**config.mk**
```make
export PLATFORM = sky130hd
export DESIGN_NAME = naive_bayes_two_feature_classifier_unit
export DESIGN_NICKNAME = d
export VERILOG_FILES = /design/src/hw/rtl/nbc_pkg.sv /design/src/hw/rtl/nbc_count_store.sv /design/src/hw/rtl/nbc_limb_mac.sv /design/src/hw/rtl/naive_bayes_two_feature_classifier_unit.sv
export SDC_FILE = /design/constraint.sdc
export NUM_CORES = 2
export LEC_CHECK = 0
export ABC_AREA = 1
export BUFFER_PORTS_ARGS = -buffer_cell sky130_fd_sc_hd__clkbuf_2
export CAP_MARGIN = 20
export CORE_ASPECT_RATIO = 1.2
export CORE_MARGIN = 1
export CORE_UTILIZATION = 55
export DETAILED_ROUTE_END_ITERATION = 16
export GPL_TIMING_DRIVEN = 0
export PLACE_DENSITY_LB_ADDON = 0.25
export SYNTH_ARGS = -nofsm -noshare
export SYNTH_HDL_FRONTEND = slang
export SYNTH_HIERARCHICAL = 1
export SYNTH_SLANG_ARGS = --single-unit
```
**constraint.sdc**
```tcl
create_clock -name clk -period 16 [get_ports clk]
set_input_delay 0.8 -clock clk [delete_from_list [all_inputs] [get_ports clk]]
set_output_delay 0.8 -clock clk [all_outputs]
set_load 0.05 [all_outputs]
```
**src/hw/rtl/nbc_pkg.sv**
```systemverilog
// Shared constants, types and helpers for the two-feature naive Bayes classifier.
package nbc_pkg;

    localparam int LEVEL_CATEGORIES = 4;
    localparam int HOUR_CATEGORIES  = 24;
    localparam int COUNT_BITS       = 16;

    localparam int LEVEL_BITS = 2;
    localparam int HOUR_BITS  = 5;

    // A factor is a count plus one or a total plus a category count.
    localparam int FACTOR_BITS     = COUNT_BITS + 1;
    localparam int NUM_FACTORS     = 5;
    localparam int FACTOR_IDX_BITS = 3;
    localparam int LIMB_BITS       = 32;
    localparam int PRODUCT_BITS    = NUM_FACTORS * FACTOR_BITS;
    localparam int NUM_LIMBS       = (PRODUCT_BITS + LIMB_BITS - 1) / LIMB_BITS;
    localparam int ACC_BITS        = NUM_LIMBS * LIMB_BITS;
    localparam int LIMB_IDX_BITS   = (NUM_LIMBS > 1) ? $clog2(NUM_LIMBS) : 1;

    localparam int LEVEL_ENTRIES   = 2 * LEVEL_CATEGORIES;
    localparam int HOUR_ENTRIES    = 2 * HOUR_CATEGORIES;
    localparam int LEVEL_ADDR_BITS = $clog2(LEVEL_ENTRIES);
    localparam int HOUR_ADDR_BITS  = $clog2(HOUR_ENTRIES);

    localparam logic REQ_TRAIN = 1'b0;
    localparam logic REQ_QUERY = 1'b1;

    typedef logic [COUNT_BITS-1:0]  count_t;
    typedef logic [FACTOR_BITS-1:0] factor_t;
    typedef logic [LIMB_BITS-1:0]   limb_t;

    typedef struct packed {
        logic                       rd_en;
        logic                       wr_en;
        logic                       cls;
        logic [LEVEL_ADDR_BITS-1:0] lvl_addr;
        logic [HOUR_ADDR_BITS-1:0]  hour_addr;
    } store_ctl_t;

    function automatic count_t sat_inc(input count_t v);
        return (v == '1) ? v : count_t'(v + count_t'(1));
    endfunction

endpackage

```
**src/hw/rtl/nbc_count_store.sv**
```systemverilog
// Frequency tables, their valid bits and the per-class totals.
module nbc_count_store (
    input  logic                clk,
    input  logic                rst_n,
    input  nbc_pkg::store_ctl_t ctl,
    output nbc_pkg::count_t     lvl_cnt,
    output nbc_pkg::count_t     hour_cnt,
    output nbc_pkg::count_t     total0,
    output nbc_pkg::count_t     total1
);

    nbc_pkg::count_t lvl_mem  [nbc_pkg::LEVEL_ENTRIES];
    nbc_pkg::count_t hour_mem [nbc_pkg::HOUR_ENTRIES];

    logic [nbc_pkg::LEVEL_ENTRIES-1:0] lvl_vld_reg;
    logic [nbc_pkg::HOUR_ENTRIES-1:0]  hour_vld_reg;
    logic                              lvl_vq_reg;
    logic                              hour_vq_reg;
    nbc_pkg::count_t                   lvl_q_reg;
    nbc_pkg::count_t                   hour_q_reg;
    nbc_pkg::count_t                   total_reg [2];

    // An entry that was never written reads as zero.
    assign lvl_cnt  = lvl_vq_reg  ? lvl_q_reg  : '0;
    assign hour_cnt = hour_vq_reg ? hour_q_reg : '0;
    assign total0   = total_reg[0];
    assign total1   = total_reg[1];

    always_ff @(posedge clk)
    begin
        if (ctl.rd_en)
        begin
            lvl_q_reg  <= lvl_mem[ctl.lvl_addr];
            hour_q_reg <= hour_mem[ctl.hour_addr];
        end
        if (ctl.wr_en)
        begin
            lvl_mem[ctl.lvl_addr]   <= nbc_pkg::sat_inc(lvl_cnt);
            hour_mem[ctl.hour_addr] <= nbc_pkg::sat_inc(hour_cnt);
        end
    end

    always_ff @(posedge clk or negedge rst_n)
    begin
        if (!rst_n)
        begin
            lvl_vld_reg  <= '0;
            hour_vld_reg <= '0;
            lvl_vq_reg   <= 1'b0;
            hour_vq_reg  <= 1'b0;
            total_reg[0] <= '0;
            total_reg[1] <= '0;
        end
        else
        begin
            if (ctl.rd_en)
            begin
                lvl_vq_reg  <= lvl_vld_reg[ctl.lvl_addr];
                hour_vq_reg <= hour_vld_reg[ctl.hour_addr];
            end
            if (ctl.wr_en)
            begin
                lvl_vld_reg[ctl.lvl_addr]   <= 1'b1;
                hour_vld_reg[ctl.hour_addr] <= 1'b1;
                total_reg[ctl.cls]          <= nbc_pkg::sat_inc(total_reg[ctl.cls]);
            end
        end
    end

endmodule

```
**src/hw/rtl/nbc_limb_mac.sv**
```systemverilog
// Shared multiply-accumulate step: one accumulator limb times a factor plus carry.
module nbc_limb_mac (
    input  nbc_pkg::limb_t   limb,
    input  nbc_pkg::factor_t fac,
    input  nbc_pkg::factor_t carry_in,
    output nbc_pkg::limb_t   limb_out,
    output nbc_pkg::factor_t carry_out
);

    localparam int SUM_BITS = nbc_pkg::LIMB_BITS + nbc_pkg::FACTOR_BITS;

    logic [SUM_BITS-1:0] prod;
    logic [SUM_BITS-1:0] sum;

    // The sum stays below 2^32 times the factor, so the carry fits a factor.
    assign prod      = SUM_BITS'(limb) * SUM_BITS'(fac);
    assign sum       = prod + SUM_BITS'(carry_in);
    assign limb_out  = sum[nbc_pkg::LIMB_BITS-1:0];
    assign carry_out = sum[SUM_BITS-1:nbc_pkg::LIMB_BITS];

endmodule

```
**src/hw/rtl/naive_bayes_two_feature_classifier_unit.sv**
```systemverilog
// Top level of the two-feature naive Bayes classifier with its sequencer.
//
// Requests enter on in_valid/in_ready with req_type, light_level, hour and
// label. A train request adds one labelled sample to the frequency tables
// and class totals (all counters saturate) and gives no result. A query
// request gives one predicted_label on out_valid/out_ready.
// The block takes one request at a time; in_ready is high only when idle.
// A train request goes through S_READ and S_LOAD and then back to idle.
// A query reads both classes' counts, then builds the products
// N0*D1 and N1*D0 limb by limb on one shared 32-bit by factor multiplier,
// after which predicted_label shows and in_ready rises in the same cycle.
// The result sits in an output register, so the next request is taken
// while it waits; a second query result is held back until it is taken.
// Reset clears the tables through valid bits and the totals at once; no
// clearing pass is needed and the block is ready right after reset.
module naive_bayes_two_feature_classifier_unit (
    input  logic                            clk,
    input  logic                            rst_n,
    input  logic                            in_valid,
    output logic                            in_ready,
    input  logic                            req_type,
    input  logic [nbc_pkg::LEVEL_BITS-1:0]  light_level,
    input  logic [nbc_pkg::HOUR_BITS-1:0]   hour,
    input  logic                            label,
    output logic                            out_valid,
    input  logic                            out_ready,
    output logic                            predicted_label
);

    typedef enum logic [5:0] {
        S_IDLE = 6'b000001,
        S_READ = 6'b000010,
        S_LOAD = 6'b000100,
        S_INIT = 6'b001000,
        S_MUL  = 6'b010000,
        S_CMP  = 6'b100000
    } state_t;

    localparam int FI = nbc_pkg::FACTOR_IDX_BITS;
    localparam int LI = nbc_pkg::LIMB_IDX_BITS;
    localparam int AB = nbc_pkg::ACC_BITS;
    localparam int LB = nbc_pkg::LIMB_BITS;

    state_t state_reg, state_next;
    logic   out_valid_reg, out_valid_next;
    logic   pred_reg, pred_next;

    logic                           req_reg, req_next;
    logic [nbc_pkg::LEVEL_BITS-1:0] lv_reg, lv_next;
    logic [nbc_pkg::HOUR_BITS-1:0]  hr_reg, hr_next;
    logic                           cls_reg, cls_next;
    logic                           lv_ok_reg, lv_ok_next;
    logic                           hr_ok_reg, hr_ok_next;
    nbc_pkg::count_t                lcnt_reg [2];
    nbc_pkg::count_t                lcnt_next [2];
    nbc_pkg::count_t                hcnt_reg [2];
    nbc_pkg::count_t                hcnt_next [2];
    logic                           side_reg, side_next;
    logic [FI-1:0]                  k_reg, k_next;
    logic [LI-1:0]                  limb_reg, limb_next;
    nbc_pkg::factor_t               fac_reg, fac_next;
    nbc_pkg::factor_t               carry_reg, carry_next;
    logic [AB-1:0]                  acc_reg, acc_next;
    logic [AB-1:0]                  left_reg, left_next;

    nbc_pkg::store_ctl_t st_ctl;
    nbc_pkg::count_t     st_lvl;
    nbc_pkg::count_t     st_hour;
    nbc_pkg::count_t     st_total0;
    nbc_pkg::count_t     st_total1;
    nbc_pkg::limb_t      mac_limb;
    nbc_pkg::factor_t    mac_carry;
    logic [AB-1:0]       acc_shift;
    logic                accept;

    // Side 0 builds N0*D1, side 1 builds N1*D0, one factor per index.
    function automatic nbc_pkg::factor_t pick_factor(
        input logic          side,
        input logic [FI-1:0] k,
        input nbc_pkg::count_t l0,
        input nbc_pkg::count_t h0,
        input nbc_pkg::count_t t0,
        input nbc_pkg::count_t l1,
        input nbc_pkg::count_t h1,
        input nbc_pkg::count_t t1
    );
        nbc_pkg::count_t  l_own;
        nbc_pkg::count_t  h_own;
        nbc_pkg::count_t  t_own;
        nbc_pkg::count_t  t_oth;
        nbc_pkg::factor_t f;
        l_own = side ? l1 : l0;
        h_own = side ? h1 : h0;
        t_own = side ? t1 : t0;
        t_oth = side ? t0 : t1;
        case (k)
            3'd0:    f = nbc_pkg::FACTOR_BITS'(l_own) + nbc_pkg::FACTOR_BITS'(1);
            3'd1:    f = nbc_pkg::FACTOR_BITS'(h_own) + nbc_pkg::FACTOR_BITS'(1);
            3'd2:    f = nbc_pkg::FACTOR_BITS'(t_own) + nbc_pkg::FACTOR_BITS'(1);
            3'd3:    f = nbc_pkg::FACTOR_BITS'(t_oth)
                         + nbc_pkg::FACTOR_BITS'(nbc_pkg::LEVEL_CATEGORIES);
            3'd4:    f = nbc_pkg::FACTOR_BITS'(t_oth)
                         + nbc_pkg::FACTOR_BITS'(nbc_pkg::HOUR_CATEGORIES);
            default: f = '0;
        endcase
        return f;
    endfunction

    nbc_count_store u_store (
        .clk      (clk),
        .rst_n    (rst_n),
        .ctl      (st_ctl),
        .lvl_cnt  (st_lvl),
        .hour_cnt (st_hour),
        .total0   (st_total0),
        .total1   (st_total1)
    );

    nbc_limb_mac u_mac (
        .limb      (acc_reg[LB-1:0]),
        .fac       (fac_reg),
        .carry_in  (carry_reg),
        .limb_out  (mac_limb),
        .carry_out (mac_carry)
    );

    assign in_ready        = (state_reg == S_IDLE);
    assign accept          = in_valid && in_ready;
    assign out_valid       = out_valid_reg;
    assign predicted_label = pred_reg;

    // The accumulator rotates one limb per step, least significant limb first.
    assign acc_shift = {mac_limb, acc_reg[AB-1:LB]};

    always_comb
    begin
        state_next     = state_reg;
        out_valid_next = out_valid_reg;
        pred_next      = pred_reg;
        req_next       = req_reg;
        lv_next        = lv_reg;
        hr_next        = hr_reg;
        cls_next       = cls_reg;
        lv_ok_next     = lv_ok_reg;
        hr_ok_next     = hr_ok_reg;
        lcnt_next      = lcnt_reg;
        hcnt_next      = hcnt_reg;
        side_next      = side_reg;
        k_next         = k_reg;
        limb_next      = limb_reg;
        fac_next       = fac_reg;
        carry_next     = carry_reg;
        acc_next       = acc_reg;
        left_next      = left_reg;

        st_ctl           = '0;
        st_ctl.cls       = cls_reg;
        st_ctl.lvl_addr  = nbc_pkg::LEVEL_ADDR_BITS'({lv_reg, cls_reg});
        st_ctl.hour_addr = nbc_pkg::HOUR_ADDR_BITS'({hr_reg, cls_reg});

        if (out_valid_reg && out_ready)
        begin
            out_valid_next = 1'b0;
        end

        case (state_reg)
            S_IDLE:
            begin
                if (accept)
                begin
                    req_next   = req_type;
                    lv_next    = light_level;
                    hr_next    = hour;
                    cls_next   = (req_type == nbc_pkg::REQ_TRAIN) ? label : 1'b0;
                    lv_ok_next = (32'(light_level) < nbc_pkg::LEVEL_CATEGORIES);
                    hr_ok_next = (32'(hour) < nbc_pkg::HOUR_CATEGORIES);
                    state_next = S_READ;
                end
            end
            S_READ:
            begin
                st_ctl.rd_en = 1'b1;
                state_next   = S_LOAD;
            end
            S_LOAD:
            begin
                if (req_reg == nbc_pkg::REQ_TRAIN)
                begin
                    // An out-of-range sample leaves every counter untouched.
                    st_ctl.wr_en = lv_ok_reg && hr_ok_reg;
                    state_next   = S_IDLE;
                end
                else
                begin
                    lcnt_next[cls_reg] = lv_ok_reg ? st_lvl : '0;
                    hcnt_next[cls_reg] = hr_ok_reg ? st_hour : '0;
                    if (!cls_reg)
                    begin
                        cls_next   = 1'b1;
                        state_next = S_READ;
                    end
                    else
                    begin
                        side_next  = 1'b0;
                        state_next = S_INIT;
                    end
                end
            end
            S_INIT:
            begin
                acc_next   = AB'(pick_factor(side_reg, FI'(0), lcnt_reg[0], hcnt_reg[0],
                                             st_total0, lcnt_reg[1], hcnt_reg[1],
                                             st_total1));
                fac_next   = pick_factor(side_reg, FI'(1), lcnt_reg[0], hcnt_reg[0],
                                         st_total0, lcnt_reg[1], hcnt_reg[1], st_total1);
                k_next     = FI'(1);
                limb_next  = '0;
                carry_next = '0;
                state_next = S_MUL;
            end
            S_MUL:
            begin
                acc_next   = acc_shift;
                carry_next = mac_carry;
                limb_next  = limb_reg + LI'(1);
                if (limb_reg == LI'(nbc_pkg::NUM_LIMBS - 1))
                begin
                    limb_next  = '0;
                    carry_next = '0;
                    if (k_reg == FI'(nbc_pkg::NUM_FACTORS - 1))
                    begin
                        if (!side_reg)
                        begin
                            left_next  = acc_shift;
                            side_next  = 1'b1;
                            state_next = S_INIT;
                        end
                        else
                        begin
                            state_next = S_CMP;
                        end
                    end
                    else
                    begin
                        k_next   = k_reg + FI'(1);
                        fac_next = pick_factor(side_reg, k_reg + FI'(1), lcnt_reg[0],
                                               hcnt_reg[0], st_total0, lcnt_reg[1],
                                               hcnt_reg[1], st_total1);
                    end
                end
            end
            S_CMP:
            begin
                // Hold the new result back while the previous one waits.
                if (!out_valid_reg || out_ready)
                begin
                    pred_next      = (left_reg > acc_reg) ? 1'b0 : 1'b1;
                    out_valid_next = 1'b1;
                    state_next     = S_IDLE;
                end
            end
            default:
            begin
                state_next = S_IDLE;
            end
        endcase
    end

    always_ff @(posedge clk or negedge rst_n)
    begin
        if (!rst_n)
        begin
            state_reg     <= S_IDLE;
            out_valid_reg <= 1'b0;
        end
        else
        begin
            state_reg     <= state_next;
            out_valid_reg <= out_valid_next;
        end
    end

    always_ff @(posedge clk)
    begin
        pred_reg    <= pred_next;
        req_reg     <= req_next;
        lv_reg      <= lv_next;
        hr_reg      <= hr_next;
        cls_reg     <= cls_next;
        lv_ok_reg   <= lv_ok_next;
        hr_ok_reg   <= hr_ok_next;
        lcnt_reg    <= lcnt_next;
        hcnt_reg    <= hcnt_next;
        side_reg    <= side_next;
        k_reg       <= k_next;
        limb_reg    <= limb_next;
        fac_reg     <= fac_next;
        carry_reg   <= carry_next;
        acc_reg     <= acc_next;
        left_reg    <= left_next;
    end

endmodule

```
==> metrics.txt <==
skew final=0.0278 ns; drt pass-1 iters=6; CTS Buf Count=133; syn_nets=8988; initial antenna violation count=4; Synth area leaders=edfxtp_1, nand2_1, fa_1; synthesized area=~0.078 mm^2; 1st-iter DRT viols=6347; synthesized flop and latch total=1332; RSZ-0062 raised after global routing=false; Via density=5.63; Placer Congestion=1.00; hold_ws=approximately 0.12 ns; Avg Cell Area, Syn=9.43 um^2; Hold Path Class=in -> async; Worst-Skew Late Latency=0.78 ns; Worst Max-Slew Pin Slew=1.19 ns; Nets=9223; vias in the first global route=~58000; Rows=150; Yosys cell types=60; clk slew on worst S/H paths=around 0.06 ns; largest net degree at the start of global routing=about 100; CP Max Fanout=10; area leader, netlist=edfxtp_1; layout cells sized above 1=between 7 and 8%; Top FF cell, synth=edfxtp_1; Largest register FFs=768; met3 Resource Use GR=about 6.3%; Cells after DPL=10200; status=complete, no violations; CTS root buf=clkbuf_16; Final Cell Area=0.0867 mm^2; VDD IR-drop max=0.196 mV; Tot GR Track Use=34.6%; most used routing layer=met2; Ports=16; yosys synthesis warning count=6; Initial Util=55.7%; arrival time at the worst endpoint=8.45 ns; largest registers=u_store/hour_mem (768), u_store/lvl_mem (128); Post-synth EDFFs=between 1000 and 1500; Final Power=13.9 mW; HPWL after detailed placement=185000 um; register area share after synthesis=50.7%; top-area cell type share of the netlist area=47.6%; total core area=0.140 mm^2; required time worst endpoint=roughly 17 ns; area grow syn2layout=11.3%; DRC=0; first-pass GRT wire length=~360000 um; post-synthesis instance total=8260; fill count=11300; footprint of the multi-input gates=0.0321 mm^2; final setup fails=0; Final Instance Count excl. Fillers=10400; # Post-CTS Setup Buffers=0; Global Route met1 Usage=between 40% and 50%; Setup TNS Final=0 ns; Critical Path Sink Type=flip-flop; CTS Sinks=roughly 1300; asr flop ratio synth=7.28%; chip height=about 410 um; die area=0.143 mm^2; post-CTS sizing=0; MaxCap Viol Count=0; vias post-DR=58700; Final Cycle Share=48.9%; Achievable Freq=128 MHz; CTS tree=done; Top reg by flops=u_store/hour_mem; Port Buf Inserts=15; WL/cell=23.6 um; startpoint types=flip-flop; Placed Area=0.0823 mm^2; grt ovf=0; drt total wl=246000 um; hold_buf cts=0; M2 GR Usage=57.1%; ANT nets after route=0; Slew Viols, Final=0; Reg area=0.0395 mm^2; Clock Tree Buf Depth=3; PD cells=161 mW/mm^2; Hold Vio Cnt, Final=0; Relative slew margins=about a fifth; Die X=346 um; H-tree depth=4; critical path class=reg -> reg; min Tclk post-route=7.83 ns; Pleak=40.0 nW
[layout make-up]
class,count,share of cell area (%)
buffer,316,1.67
multi-input combinational,5232,37.0
inverter,1380,5.98
clock inverter,75,0.975
clock buffer,166,4.06
antenna,1,0.00289
sequential,1332,45.6
timing repair buffer,100,2.09
tap,1824,2.63
[worst max-delay path, cell delays in order (launching register included)]
cell and delay (ns):
edfxtp_1 0.34, clkbuf_1 0.75, clkbuf_1 0.78, nand2_1 0.18
fa_1 0.58, inv_1 0.05, fa_1 0.48, fa_1 0.53
fa_1 0.54, fa_1 0.55, inv_1 0.06, fa_1 0.61
inv_1 0.07, ha_1 0.40, nand2_1 0.16, nor2_1 0.29
nand2_1 0.18, nor2_1 0.17, nand2_1 0.07, nand3_1 0.16
xor2_1 0.49, inv_1 0.09, nor2_1 0.11
[power by group]
group | switching (mW) | internal [mW]
combinational | 4.75 | 1.78
clock | 1.35 | 1.78
sequential | 0.0489 | 4.24
total | 6.15 | 7.80
[cell usage in the layout (no fill, tap or decap), drive strengths merged, types with 2 or more instances in the layout]
master | Yosys | final
xor2 | 44 | 44
o21bai | 7 | 7
xnor2 | 11 | 11
a21oi | 262 | 262
inv | 1374 | 1381
nand2 | 2859 | 2859
o22ai | 2 | 2
o2bb2ai | 2 | 2
clkinvlp | 0 | 3
clkinv | 6 | 59
nand3b | 6 | 6
bufinv | 0 | 12
ha | 249 | 249
dfrtp | 96 | 96
nor3 | 36 | 36
or2 | 62 | 62
and3 | 3 | 3
o21ai | 249 | 249
o31ai | 2 | 2
nand3 | 273 | 273
a211oi | 2 | 2
a221oi | 7 | 7
a22oi | 7 | 7
o21a | 4 | 4
clkbuf | 185 | 367
o311ai | 11 | 11
nand4 | 79 | 79
buf | 131 | 215
fa | 466 | 466
o211ai | 14 | 14
edfxtp | 1235 | 1235
a31oi | 6 | 6
nor2 | 558 | 558
nor4 | 2 | 2
and2 | 3 | 3
a21o | 2 | 2
[layer usage]
layer	part of all wire (%)	routed length, um
met1	36	88500
met5	0.0061	15
met3	9.0	22100
met4	7.6	18600
met2	48	117000
[synth_stat cells, types with 3 or more instances]
master	instances
nand4_1	78
buf_6	12
nor3_2	7
edfxtp_1	1235
o21a_1	4
clkbuf_1	185
buf_4	14
o21ai_0	212
o21bai_1	7
buf_1	19
xnor2_1	11
nor2_1	523
a221oi_1	7
a31oi_1	6
inv_2	22
buf_2	85
nand3b_1	6
a22oi_1	7
o21ai_1	26
o21ai_2	10
nand3_1	263
nor2_2	25
o211ai_1	14
or2_1	9
xor2_1	44
nand2_2	24
and3_1	3
nor2_4	10
nand2_1	2834
fa_1	466
clkinv_1	6
o311ai_0	11
inv_1	1351
dfrtp_1	96
nand3_2	9
ha_1	249
or2_2	51
nor3_1	28
a21oi_1	261
and2_1	3
[cells by family (layout without fill, tap and decap cells)]
group	after synthesis	in the layout	share of synthesized area, %
AND/OR/NAND/NOR	3881	3881	20.1
buffers and inverters	1696	2037	8.51
flip-flops	1332	1332	50.7
adder cells (fa/ha/maj)	715	715	16.0
AO/OA/AOI/OAI	580	580	4.04
XOR/XNOR	55	55	0.618
multiplexers	1	1	0.0129
other	0	1	0
[through the flow]
step	worst slack, ns	utilization, %
final	8.17	62.0
after global routing	7.98	62.0
after global placement	7.84	57.4
after detailed placement	8.28	58.9
after CTS	8.23	62.0
after floorplan	10.33	-
[path summary, 6_finish.rpt]
path                             start                       end  slack (ns)  depth (start not counted)
setup / recovery           acc_reg[14]               acc_reg[94]        8.17                         22
hold / removal                   rst_n         u_store/total1[5]        0.12                          1
setup reg to reg           acc_reg[14]               acc_reg[94]        8.17                         22
hold reg to reg            acc_reg[78]              left_reg[46]        0.44                          0
max in group asynchronous        rst_n  u_store/hour_vld_reg[12]       15.22                          1
min in group clk               hour[0]                 hr_reg[0]        0.20                          1
(Power assumes the default switching activity.)
